===== config.mk =====
export PLATFORM = sky130hd
export DESIGN_NAME = hyperbitbit_cardinality_sketch
export DESIGN_NICKNAME = d
export VERILOG_FILES = /design/src/rtl/core/hbb_pkg.sv /design/src/rtl/core/hbb_state.sv /design/src/rtl/core/hyperbitbit_cardinality_sketch.sv
export SDC_FILE = /design/constraint.sdc
export NUM_CORES = 1
export LEC_CHECK = 0
export CAP_MARGIN = 0
export CORE_AREA = 2 2 248 250
export DETAILED_ROUTE_END_ITERATION = 10
export DIE_AREA = 0 0 250 252
export DONT_BUFFER_PORTS = 1
export GPL_TIMING_DRIVEN = 0
export MAX_ROUTING_LAYER = met4
export SYNTH_ARGS = -nofsm -noshare
export SYNTH_HDL_FRONTEND = slang
export SYNTH_SLANG_ARGS = --single-unit

===== constraint.sdc =====
create_clock -name clk -period 13.7 [get_ports clk]
set_input_delay 2.055 -clock clk [delete_from_list [all_inputs] [get_ports clk]]
set_output_delay 2.055 -clock clk [all_outputs]
set_load 0.005 [all_outputs]

===== src/rtl/core/hbb_pkg.sv =====
package hbb_pkg;

	// Configuration register indexes.
	typedef enum logic [1:0] {
		RegInitialRank   = 2'd0,
		RegSwapThreshold = 2'd1,
		RegBias          = 2'd2
	} hbb_reg_t;

	localparam int RankW  = 7;
	localparam int FillW  = 7;
	localparam int Log2W  = 12;
	localparam int EstW   = 64;
	localparam int MapW   = 64;
	localparam int FracW  = 16;

	localparam logic [RankW-1:0] RankMax       = 7'd64;
	localparam logic [5:0]       InitRankReset = 6'd5;
	localparam logic [5:0]       ThreshReset   = 6'd31;
	localparam logic [9:0]       BiasReset     = 10'd173;

	// round(2^(f/32) * 2^16) for f = 0..31.
	localparam logic [16:0] PowTable [32] = '{
		17'd65536,  17'd66971,  17'd68438,  17'd69936,
		17'd71468,  17'd73032,  17'd74632,  17'd76266,
		17'd77936,  17'd79642,  17'd81386,  17'd83169,
		17'd84990,  17'd86851,  17'd88752,  17'd90696,
		17'd92682,  17'd94711,  17'd96785,  17'd98905,
		17'd101070, 17'd103283, 17'd105545, 17'd107856,
		17'd110218, 17'd112631, 17'd115098, 17'd117618,
		17'd120194, 17'd122825, 17'd125515, 17'd128263
	};

	// Rank and fill of the sketch after one update.
	typedef struct packed {
		logic [RankW-1:0] rank;
		logic [FillW-1:0] fill;
	} hbb_upd_t;

	// Number of set bits in a 64-bit word.
	function automatic logic [FillW-1:0] popcount64(input logic [MapW-1:0] w);
		logic [FillW-1:0] n;
		n = '0;
		for (int i = 0; i < MapW; i++) begin
			n = n + FillW'(w[i]);
		end
		return n;
	endfunction

	// One-based position of the lowest set bit, zero for an all-zero word.
	function automatic logic [RankW-1:0] lowest_set64(input logic [MapW-1:0] w);
		logic [RankW-1:0] p;
		p = '0;
		for (int i = MapW - 1; i >= 0; i--) begin
			if (w[i]) begin
				p = RankW'(i + 1);
			end
		end
		return p;
	endfunction

endpackage


===== src/rtl/core/hbb_state.sv =====
module hbb_state import hbb_pkg::*; (
	input  logic             clk,
	input  logic             arst_n,
	input  logic             rank_load,
	input  logic [5:0]       rank_load_val,
	input  logic [5:0]       swap_threshold,
	input  logic             upd_en,
	input  logic [5:0]       bucket_index,
	input  logic [MapW-1:0]  hash_high,
	output hbb_upd_t         upd
);

	logic [RankW-1:0] rank_q;
	logic [MapW-1:0]  cur_map_q;
	logic [MapW-1:0]  next_map_q;

	logic [RankW-1:0] item_rank;
	logic [MapW-1:0]  bucket_bit;
	logic             hit_cur;
	logic             hit_next;
	logic [MapW-1:0]  cur_set;
	logic [MapW-1:0]  next_set;
	logic [FillW-1:0] pop_cur;
	logic [FillW-1:0] pop_next;
	logic             swap;
	logic [RankW-1:0] rank_new;

	always_comb begin
		item_rank  = lowest_set64(hash_high);
		bucket_bit = MapW'(1) << bucket_index;
		hit_cur    = item_rank > rank_q;
		hit_next   = {1'b0, item_rank} > ({1'b0, rank_q} + 8'd1);
		cur_set    = hit_cur ? (cur_map_q | bucket_bit) : cur_map_q;
		next_set   = hit_next ? (next_map_q | bucket_bit) : next_map_q;
		pop_cur    = popcount64(cur_set);
		pop_next   = popcount64(next_set);
		swap       = pop_cur > {1'b0, swap_threshold};
		rank_new   = (swap && rank_q < RankMax) ? rank_q + 7'd1 : rank_q;
		upd.rank   = rank_new;
		upd.fill   = swap ? pop_next : pop_cur;
	end

	always_ff @(posedge clk or negedge arst_n) begin
		if (!arst_n) begin
			rank_q     <= {1'b0, InitRankReset};
			cur_map_q  <= '0;
			next_map_q <= '0;
		end else if (rank_load) begin
			rank_q     <= {1'b0, rank_load_val};
			cur_map_q  <= '0;
			next_map_q <= '0;
		end else if (upd_en) begin
			rank_q     <= rank_new;
			cur_map_q  <= swap ? next_set : cur_set;
			next_map_q <= swap ? '0 : next_set;
		end
	end

	a_rank_ceiling: assert property (@(posedge clk) disable iff (!arst_n)
		rank_q <= RankMax)
		else $error("rank went above its ceiling");

	a_swap_clears_next: assert property (@(posedge clk) disable iff (!arst_n)
		(upd_en && !rank_load && swap) |=> next_map_q == '0)
		else $error("next bitmap not cleared after a swap");

	a_restart: assert property (@(posedge clk) disable iff (!arst_n)
		rank_load |=> (cur_map_q == '0 && next_map_q == '0 &&
			rank_q == {1'b0, $past(rank_load_val)}))
		else $error("sketch did not restart on initial rank write");

endmodule


===== src/rtl/core/hyperbitbit_cardinality_sketch.sv =====
// HyperBitBit cardinality sketch.
//
// The slave stream takes one already hashed key per request: a 6-bit bucket
// index and the 64-bit high hash word. The master stream returns exactly one
// result per request: the current rank, the fill count of the current bitmap,
// the log2 estimate in 1/32 units and the integer cardinality estimate.
// A request is held in an input register, the sketch state (rank and two
// bitmaps) is updated from it and the estimate is formed in a second stage
// before the output register, which drives m_tvalid. One request is taken
// every cycle for as long as the receiver keeps up. When the receiver
// stalls, the output register holds its result and the stages behind it
// fill; s_tready falls only once all three are occupied. The configuration
// port writes the initial rank (which also restarts the sketch), the swap
// threshold and the estimate bias; the user must see that it is used only
// while idle, as the block does not enforce this. Reset loads the register
// defaults (rank 5, threshold 31, bias 173), empties both bitmaps and drops
// every valid flag.
module hyperbitbit_cardinality_sketch import hbb_pkg::*; (
	input  logic        clk,
	input  logic        arst_n,
	input  logic        s_tvalid,
	output logic        s_tready,
	input  logic [71:0] s_tdata,   // bucket_index[5:0], hash_high[69:6], zero fill
	output logic        m_tvalid,
	input  logic        m_tready,
	output logic [95:0] m_tdata,   // rank_now[6:0], fill_count[13:7],
	                               // log2_estimate[25:14], estimate[89:26], zero fill
	input  logic        cfg_we,
	input  logic [1:0]  cfg_index,
	input  logic [9:0]  cfg_data
);

	// Configuration registers.
	logic [5:0] thresh_q;
	logic [9:0] bias_q;
	logic       rank_load;

	// Input stage.
	logic            valid_s1;
	logic [5:0]      bucket_s1;
	logic [MapW-1:0] hash_s1;

	// Sketch result stage.
	logic             valid_s2;
	logic [RankW-1:0] rank_s2;
	logic [FillW-1:0] fill_s2;

	// Output register.
	logic             out_valid_q;
	logic [RankW-1:0] rank_q;
	logic [FillW-1:0] fill_q;
	logic [Log2W-1:0] log2_q;
	logic [EstW-1:0]  est_q;

	logic             out_ready;
	logic             adv_s2;
	logic             upd_en;
	hbb_upd_t         upd;
	logic [Log2W-1:0] log2_val;
	logic [6:0]       log2_int;
	logic [16:0]      pow_frac;
	logic [79:0]      pow_shifted;
	logic [EstW-1:0]  est_val;

	assign out_ready = !out_valid_q || m_tready;
	assign adv_s2    = !valid_s2 || out_ready;
	assign s_tready  = !valid_s1 || adv_s2;
	assign upd_en    = valid_s1 && adv_s2;

	// Only the initial rank write touches the sketch state.
	always_comb begin
		rank_load = 1'b0;
		unique case (cfg_index)
			RegInitialRank: rank_load = cfg_we;
			RegSwapThreshold, RegBias: rank_load = 1'b0;
			default: rank_load = 1'b0;
		endcase
	end

	always_ff @(posedge clk or negedge arst_n) begin
		if (!arst_n) begin
			thresh_q <= ThreshReset;
			bias_q   <= BiasReset;
		end else if (cfg_we) begin
			unique case (cfg_index)
				RegInitialRank: ;
				RegSwapThreshold: thresh_q <= cfg_data[5:0];
				RegBias: bias_q <= cfg_data;
				default: ;
			endcase
		end
	end

	always_ff @(posedge clk or negedge arst_n) begin
		if (!arst_n) begin
			valid_s1 <= 1'b0;
		end else if (s_tready) begin
			valid_s1 <= s_tvalid;
		end
	end

	always_ff @(posedge clk) begin
		if (s_tready && s_tvalid) begin
			bucket_s1 <= s_tdata[5:0];
			hash_s1   <= s_tdata[69:6];
		end
	end

	hbb_state u_state (
		.clk            (clk),
		.arst_n         (arst_n),
		.rank_load      (rank_load),
		.rank_load_val  (cfg_data[5:0]),
		.swap_threshold (thresh_q),
		.upd_en         (upd_en),
		.bucket_index   (bucket_s1),
		.hash_high      (hash_s1),
		.upd            (upd)
	);

	always_ff @(posedge clk or negedge arst_n) begin
		if (!arst_n) begin
			valid_s2 <= 1'b0;
		end else if (adv_s2) begin
			valid_s2 <= valid_s1;
		end
	end

	always_ff @(posedge clk) begin
		if (upd_en) begin
			rank_s2 <= upd.rank;
			fill_s2 <= upd.fill;
		end
	end

	// The log2 sum peaks at 1023 + 32 * 64 + 64, so it always fits 12 bits.
	// Its top seven bits are the power of two and the low five pick the
	// fractional factor. Shifting the 17-bit fraction table entry left by
	// the power and dropping 16 bits covers both the right and left shift
	// cases; powers of 64 and above saturate.
	always_comb begin
		log2_val    = Log2W'(bias_q) + {rank_s2, 5'b0} + Log2W'(fill_s2);
		log2_int    = log2_val[11:5];
		pow_frac    = PowTable[log2_val[4:0]];
		pow_shifted = 80'(pow_frac) << log2_int[5:0];
		est_val     = log2_int[6] ? '1 : pow_shifted[79:FracW];
	end

	always_ff @(posedge clk or negedge arst_n) begin
		if (!arst_n) begin
			out_valid_q <= 1'b0;
		end else if (out_ready) begin
			out_valid_q <= valid_s2;
		end
	end

	always_ff @(posedge clk) begin
		if (out_ready && valid_s2) begin
			rank_q <= rank_s2;
			fill_q <= fill_s2;
			log2_q <= log2_val;
			est_q  <= est_val;
		end
	end

	assign m_tvalid = out_valid_q;
	assign m_tdata  = {6'b0, est_q, log2_q, fill_q, rank_q};

	a_log2_range: assert property (@(posedge clk) disable iff (!arst_n)
		out_valid_q |-> (log2_q <= 12'd3135 && rank_q <= RankMax && fill_q <= 7'd64))
		else $error("result fields out of range");

	a_stall_holds_s1: assert property (@(posedge clk) disable iff (!arst_n)
		(valid_s1 && !adv_s2) |=> (valid_s1 && $stable(hash_s1) && $stable(bucket_s1)))
		else $error("input stage lost a request while stalled");

	a_stall_holds_out: assert property (@(posedge clk) disable iff (!arst_n)
		(m_tvalid && !m_tready) |=> (m_tvalid && $stable(m_tdata)))
		else $error("result changed while the receiver stalled");

endmodule


# ---- Word-level counts from Yosys, hierarchy flattened
# Memory sizes are Yosys's and may differ from the RTL's.
# Index checks and enable logic that the tools add are counted.
dict set report op_classes {
  addsub 130
  n_lt_le_gt_ge 5
  eq_ne 2
  n_shift 2
  n_mux 79
  n_bitwise 3
  n_reduce_logical 14
}
# op n
set ops {}
lappend ops {{7-bit by 1-bit adder with 7-bit output} 124}
lappend ops {{64-bit two-way mux} 8}
lappend ops {{7-bit two-way mux} 68}
lappend ops {{64-bit bitwise OR} 2}
lappend ops {{17-bit by 6-bit << shifter with 80-bit output} 1}
lappend ops {{1-bit by 6-bit << shifter with 64-bit output (first input constant)} 1}
lappend ops {{17-bit two-way mux} 2}
lappend ops {{10-bit by 12-bit adder with 12-bit output} 1}
lappend ops {{12-bit by 7-bit adder with 12-bit output} 1}
lappend ops {{7-bit by 1-bit adder with 8-bit output (second input constant)} 1}
lappend ops {{7-bit by 8-bit > comparator with 1-bit output} 1}
lappend ops {{7-bit by 1-bit adder with 7-bit output (second input constant)} 1}
lappend ops {{7-bit by 6-bit > comparator with 1-bit output} 1}
lappend ops {{7-bit > comparator} 1}
lappend ops {{7-bit less-than comparator (second input constant)} 1}
lappend ops {{6-bit greater-or-equal comparator (second input constant)} 1}
lappend ops {{5-bit inverter with 6-bit output} 1}
lappend ops {{1-bit by 1-bit adder with 2-bit output} 2}
lappend ops {{1-bit logical AND} 4}
lappend ops {{2-bit AND reduction} 2}
lappend ops {{1-bit zero test} 3}
lappend ops {{1-bit logical OR} 3}
lappend ops {{2-bit by 1-bit equality test with 1-bit output (second input constant)} 1}
lappend ops {{2-bit equality test (second input constant)} 1}
lappend ops {{other kinds (3)} 3}
dict set report word_totals {
  register_bits 328
  mem_bits_ro 544
  in_bits 89
  out_inout_bits 98
  word_cells 252
  memories 1
}
# name depth width rd rd_clocked_by_memory_dff wr line_no
set memory_table {}
lappend memory_table {{(name not given)} 32 17 1 0 0 hyperbitbit_cardinality_sketch.sv:144} ;# pow_frac = PowTable[log2_val[4:0]];

# ---- Logic depth before layout (Yosys ltp)
dict set report depth {
  word_depth 134
  ltp_mapped 51
  depth_no_buf 49
}

# ---- Hierarchy
# A second synthesis with hierarchy kept.
dict set report unflattened {
  cells_unflattened 1862
  area_unflattened_um2 20672.3
}
# mod instances cells_per_inst area_per_inst_um2 seq_area_each_um2
set modules_own_cells {}
lappend modules_own_cells {hbb_state 1 1167 11458.5 3380.7}
lappend modules_own_cells {hyperbitbit_cardinality_sketch 1 695 9213.8 5713.0}

# ---- Least setup slack after synthesis
# Ideal clock, no wire load.
dict set report synth_timing {
  kind {register -> register}
  start {register hash_s1[54]}
  end {register u_state.next_map_q[9]}
  setup_time_ns 0.082
  arrival_time_ns 10.612
  required_time_ns 13.618
  slack_ns 3.007
  stages_incl_launch_ff 47
  n_path_buf 2
  period_less_slack_ns 10.693
  path_cell_list {edfxtp_1 or4_1 o21bai_1 a31oi_1 o21ai_0 a31oi_1 o21ai_0 nand3_1 a31oi_1 ha_1 a21oi_1 o21ai_0 o32a_1 nand2_1 clkbuf_1 nor2_1 or2_2 fa_1 (+11 left out) inv_1 fa_1 inv_1 fa_1 fa_1 nor2b_1 o21ai_0 a21boi_0 nor2_1 ha_1 a21o_1 a21oi_1 a21o_1 nand2_1 nor2_1 nand3_1 clkbuf_1 a21oi_1}
}
dict set report synth_via {
  elab_chain_cells 124
  elab_cells_between_ends 126
  cone_classes {add/sub: 63; order compare: 3; mux: 60}
}
# element line_no
set synth_lines {}
lappend synth_lines {{start: declaration} hyperbitbit_cardinality_sketch.sv:41} ;# logic [MapW-1:0] hash_s1;
lappend synth_lines {{start signal: assignment} hyperbitbit_cardinality_sketch.sv:105} ;# hash_s1 <= s_tdata[69:6];
lappend synth_lines {{7-bit two-way mux * (55 in series)} hbb_pkg.sv:55} ;# if (w[i]) begin
lappend synth_lines {{7-bit > comparator} hbb_state.sv:31} ;# hit_cur = item_rank > rank_q;
lappend synth_lines {{64-bit two-way mux} hbb_state.sv:33} ;# cur_set = hit_cur ? (cur_map_q | bucket_bit) : cur_map_q;
lappend synth_lines {{1-bit by 1-bit adder with 2-bit output} hbb_pkg.sv:45} ;# n = n + FillW'(w[i]);
lappend synth_lines {{7-bit by 1-bit adder with 7-bit output (62 in series)} hbb_pkg.sv:45}
lappend synth_lines {{7-bit by 6-bit > comparator with 1-bit output} hbb_state.sv:37} ;# swap = pop_cur > {1'b0, swap_threshold};
lappend synth_lines {{64-bit two-way mux *} hbb_state.sv:55} ;# next_map_q <= swap ? '0 : next_set;
lappend synth_lines {{64-bit two-way mux *} hbb_state.sv:52} ;# end else if (upd_en) begin
lappend synth_lines {{64-bit two-way mux *} hbb_state.sv:48} ;# end else if (rank_load) begin
lappend synth_lines {{end signal: assignment} hbb_state.sv:55}
lappend synth_lines {{end: declaration} hbb_state.sv:15} ;# logic [MapW-1:0] next_map_q;
# Mark *: on every way between the ends. The rest lies on a longest branch, timed or not. The select of a mux whose other input is x is not followed.
# A chain may end at the register's enable or synchronous reset.

# ---- Worst setup path in the final report
dict set report layout_timing {
  start {register hash_s1[59]}
  end {register u_state.cur_map_q[63]}
}
dict set report layout_via {
  elab_chain_cells 129
  elab_cells_between_ends 131
  cone_classes {add/sub: 63; order compare: 3; mux: 65}
}
# element line_no
set layout_lines {}
lappend layout_lines {{7-bit two-way mux * (60 in series)} hbb_pkg.sv:55}
lappend layout_lines {{7-bit > comparator} hbb_state.sv:31}
lappend layout_lines {{64-bit two-way mux} hbb_state.sv:33}
lappend layout_lines {{1-bit by 1-bit adder with 2-bit output} hbb_pkg.sv:45}
lappend layout_lines {{7-bit by 1-bit adder with 7-bit output (62 in series)} hbb_pkg.sv:45}
lappend layout_lines {{7-bit by 6-bit > comparator with 1-bit output} hbb_state.sv:37}
lappend layout_lines {{64-bit two-way mux *} hbb_state.sv:54} ;# cur_map_q <= swap ? next_set : cur_set;
lappend layout_lines {{64-bit two-way mux *} hbb_state.sv:52}
lappend layout_lines {{64-bit two-way mux *} hbb_state.sv:48}
lappend layout_lines {{end signal: assignment} hbb_state.sv:54}
lappend layout_lines {{end: declaration} hbb_state.sv:14} ;# logic [MapW-1:0] cur_map_q;
# Marked as above.

==> run summary <==
Outcome -> complete, no violations
Distinct cell type count after synthesis -> 81
Cts hold-fix bufs -> 0
CP startpoint -> hash_s1[59]
Unrepaired setup endpoints after global routing -> no
FFs w/ async S/R, synth -> 46.95%
Largest stage delay, worst path -> 610 ps
DIE HEIGHT -> 252 um
Largest net degree at the start of global routing -> 155
Synthesized instance count -> 2131
Max Cap Viol -> 0
Pre-antenna DRT Iters -> 7
GRT overflow -> 0
First-pass GRT wire length -> 104400 um
Synth Flop Type -> edfxtp_1
Antenna-violating nets left -> 0
Top area cells in the synthesized netlist -> edfxtp_1 (25%), dfrtp_1 (17%), fa_1 (11%)
Synth Area in Adders -> 15.43%
Vias in the first global route -> 17172
Diode count -> 0
Skew final -> 25.61 ps
Vias per cell -> 5.705
Initial DRC Count -> 1429
Critical-path maximum fanout -> 10
Period utilization -> 94.75%
Most common cell on crit path -> fa_1
Synth top area share -> 24.92%
Die footprint -> 0.06300 mm2
Number of synthesized flops with an enable pin -> 174
Root buffer selected by CTS -> clkbuf_16
# DRC -> 0
Top-Level Pins -> 187
Final Hold Vio Count -> 0
WP data required -> 14120 ps
Final wirelength -> 68130 um
Initial antenna violation count -> 5
Clock latency on the worst-skew pair -> 590 ps
Yosys reg bits -> 328
Worst slew margin -> 5.638%
Initial core utilization -> 34.87%
Die W -> 250 um
Via count -> 17087
Sequential area share after synthesis -> 43.37%
Max Freq -> 77.04 MHz
Mux cell area share after synthesis -> 2.267%
Clock sinks -> 328
# fillers -> 5943
Total CTS buffers -> 39
Hold Startpoint -> fill_s2[3]
Detailed Place HPWL -> 51990 um
Final setup TNS -> 0 ps
Final worst path period need -> 12980 ps
Largest family of logic cells by synthesized area -> compound AO/OA/AOI/OAI gates
Final setup fails -> 0
Clock buffer depth -> 3
Layout cells sized above 1 -> 8.631%
CTS tree -> yes
Setup Crit Path Kind -> flop to flop
Worst path arrival time -> 13400 ps
Synthesized area per cell -> 9.841 um2
Synth area leader -> edfxtp_1
Layout area overhead -> 11.92%
Crit Reg-Reg Startpoint -> hash_s1[59]
Compound-Gate Fraction of Synth Area -> 17.91%
Post-Syn Area -> 0.02097 mm2
Xor/xnor cell area share of the yosys netlist -> 1.247%
Critical path capture point type -> flop
Final nets -> 2463
Slowest cell on the critical path -> clkbuf_1
Synth warn -> 0
Port buffer count -> 0
Crit path launch type -> flop
Slew of the pin with the lowest slew margin -> 1415 ps
Core Rows -> 90
Synth Area in Simple Gates -> 14.34%
Final Max Tran Viols -> 0
Total global-route track usage -> 22.22%
Average wire per standard cell -> 22.75 um
Gpl congestion -> 0.9672
Reg clk slew, reported paths -> 60 ps
CTS H-tree lvls -> 2
Hold Path Class -> flop to flop
Core area -> 0.06013 mm2
logic make-up after synthesis:
| kind of cell | Yosys count |
|---|---|
| other cells | 1 |
| simple gates | 661 |
| buf+inv | 290 |
| mux | 41 |
| fa+ha+maj | 192 |
| compound gates | 589 |
| flops | 328 |
| xor+xnor | 29 |
cell usage in the layout, fill, tap and decap left out, types with 8 or more instances in the layout:
master     netlist  final
nor2_1         201    200
nand2_1        188    188
a21oi_1        179    179
edfxtp_1       174    174
inv_1          173    173
dfrtp_1        142    142
o21ai_0        141    141
fa_1           111    111
nor3_1          94     94
clkbuf_1        89     89
ha_1            81     81
a211oi_1        72     70
nand3_1         42     41
clkbuf_16        0     41
or2_2           35     35
o221ai_1        34     34
mux2_2          24     24
xnor2_1         21     21
a31oi_1         21     21
nor2b_1         20     20
nand2b_1        18     18
nor4_1          18     18
a21o_1          15     15
o21bai_1        13     13
mux2i_1         13     13
dfstp_2         12     12
and2_1          13     11
o211ai_1        11     11
o31ai_1         10     10
o22ai_1         10     10
buf_4            8      9
and3_1           8      8
buf_2            7      8
cell type report:
class,count,area (um2),area share [%]
buffer,112,469.2,1.999
clock buffer,44,1047,4.462
clock inverter,28,351.6,1.498
inverter,177,666.9,2.841
multi-input combinational,1518,10790,45.97
sequential,328,9094,38.75
tap,782,978.4,4.169
timing repair buffer,6,73.82,0.3145
final timing paths:
path / endpoint / slack [ps] / cells past startpoint
max reg2reg: u_state.cur_map_q[63] / 720 / 46
min reg2reg: fill_q[3] / 490 / 0
max in group asynchronous: bias_q[7] / 12230 / 0
max: u_state.cur_map_q[63] / 720 / 46
min: fill_q[3] / 490 / 0
min in group asynchronous: u_state.next_map_q[28] / 1170 / 0
layer usage:
layer / global-route usage [%] / vias to the layer above / routed length (um)
met5: - / - / 0
met4: 8.845 / 0 / 2758
met3: 4.158 / 163 / 4943
met2: 35.39 / 771 / 31520
met1: 28.04 / 8472 / 28920
li1: - / 7681 / -
worst max-delay path: cells and delay by family, from the launching register on:
kind,cells,cell delay [ps]
adder cells (fa/ha/maj),12,5470
AO/OA/AOI/OAI,15,2950
buffers and inverters,10,2170
AND/OR/NAND/NOR,9,1840
flip-flops,1,400
synth_stat cells (8+ instances only):
library cell / number
a211oi_1: 72
a21o_1: 15
a21oi_1: 179
a31oi_1: 21
and2_1: 13
and3_1: 8
buf_4: 8
clkbuf_1: 89
dfrtp_1: 142
dfstp_2: 12
edfxtp_1: 174
fa_1: 111
ha_1: 81
inv_1: 173
mux2_2: 24
mux2i_1: 13
nand2_1: 188
nand2b_1: 18
nand3_1: 42
nor2_1: 201
nor2b_1: 20
nor3_1: 94
nor4_1: 18
o211ai_1: 11
o21ai_0: 141
o21bai_1: 13
o221ai_1: 34
o22ai_1: 10
o31ai_1: 10
or2_2: 35
xnor2_1: 21
per-stage QoR:
step	utilization [%]	instance area, um2	instances	setup WS [ps]	hold slack (ps)
2_1_floorplan	-	20990	2136	3007	430.7
3_3_place_gp	36.53	21970	2918	478.6	458.7
3_5_place_dp	36.70	22070	2924	270.3	474.8
4_1_cts	39.02	23470	2996	258.1	498.3
5_1_grt	39.03	23470	2995	124.8	520.0
6_report	39.03	23470	2995	719.4	491.9
repair_timing:
item / CTS / global route
endpoints found under the setup margin: 0 / 64
endpoints found under the hold margin: 0 / 0
gates resized for setup: 0 / 4
buffers inserted: 0 / 0
flip-flops by register name, indices dropped and copies added, names as in the netlist, 10 cells and up:
signal              flops
u_state.cur_map_q      64
log2_q                 12
u_state.next_map_q     64
est_q                  64
bias_q                 10
hash_s1                64
Power is not shown: default switching activity piles up to over one toggle a cycle in this logic, so the estimate is an artifact.
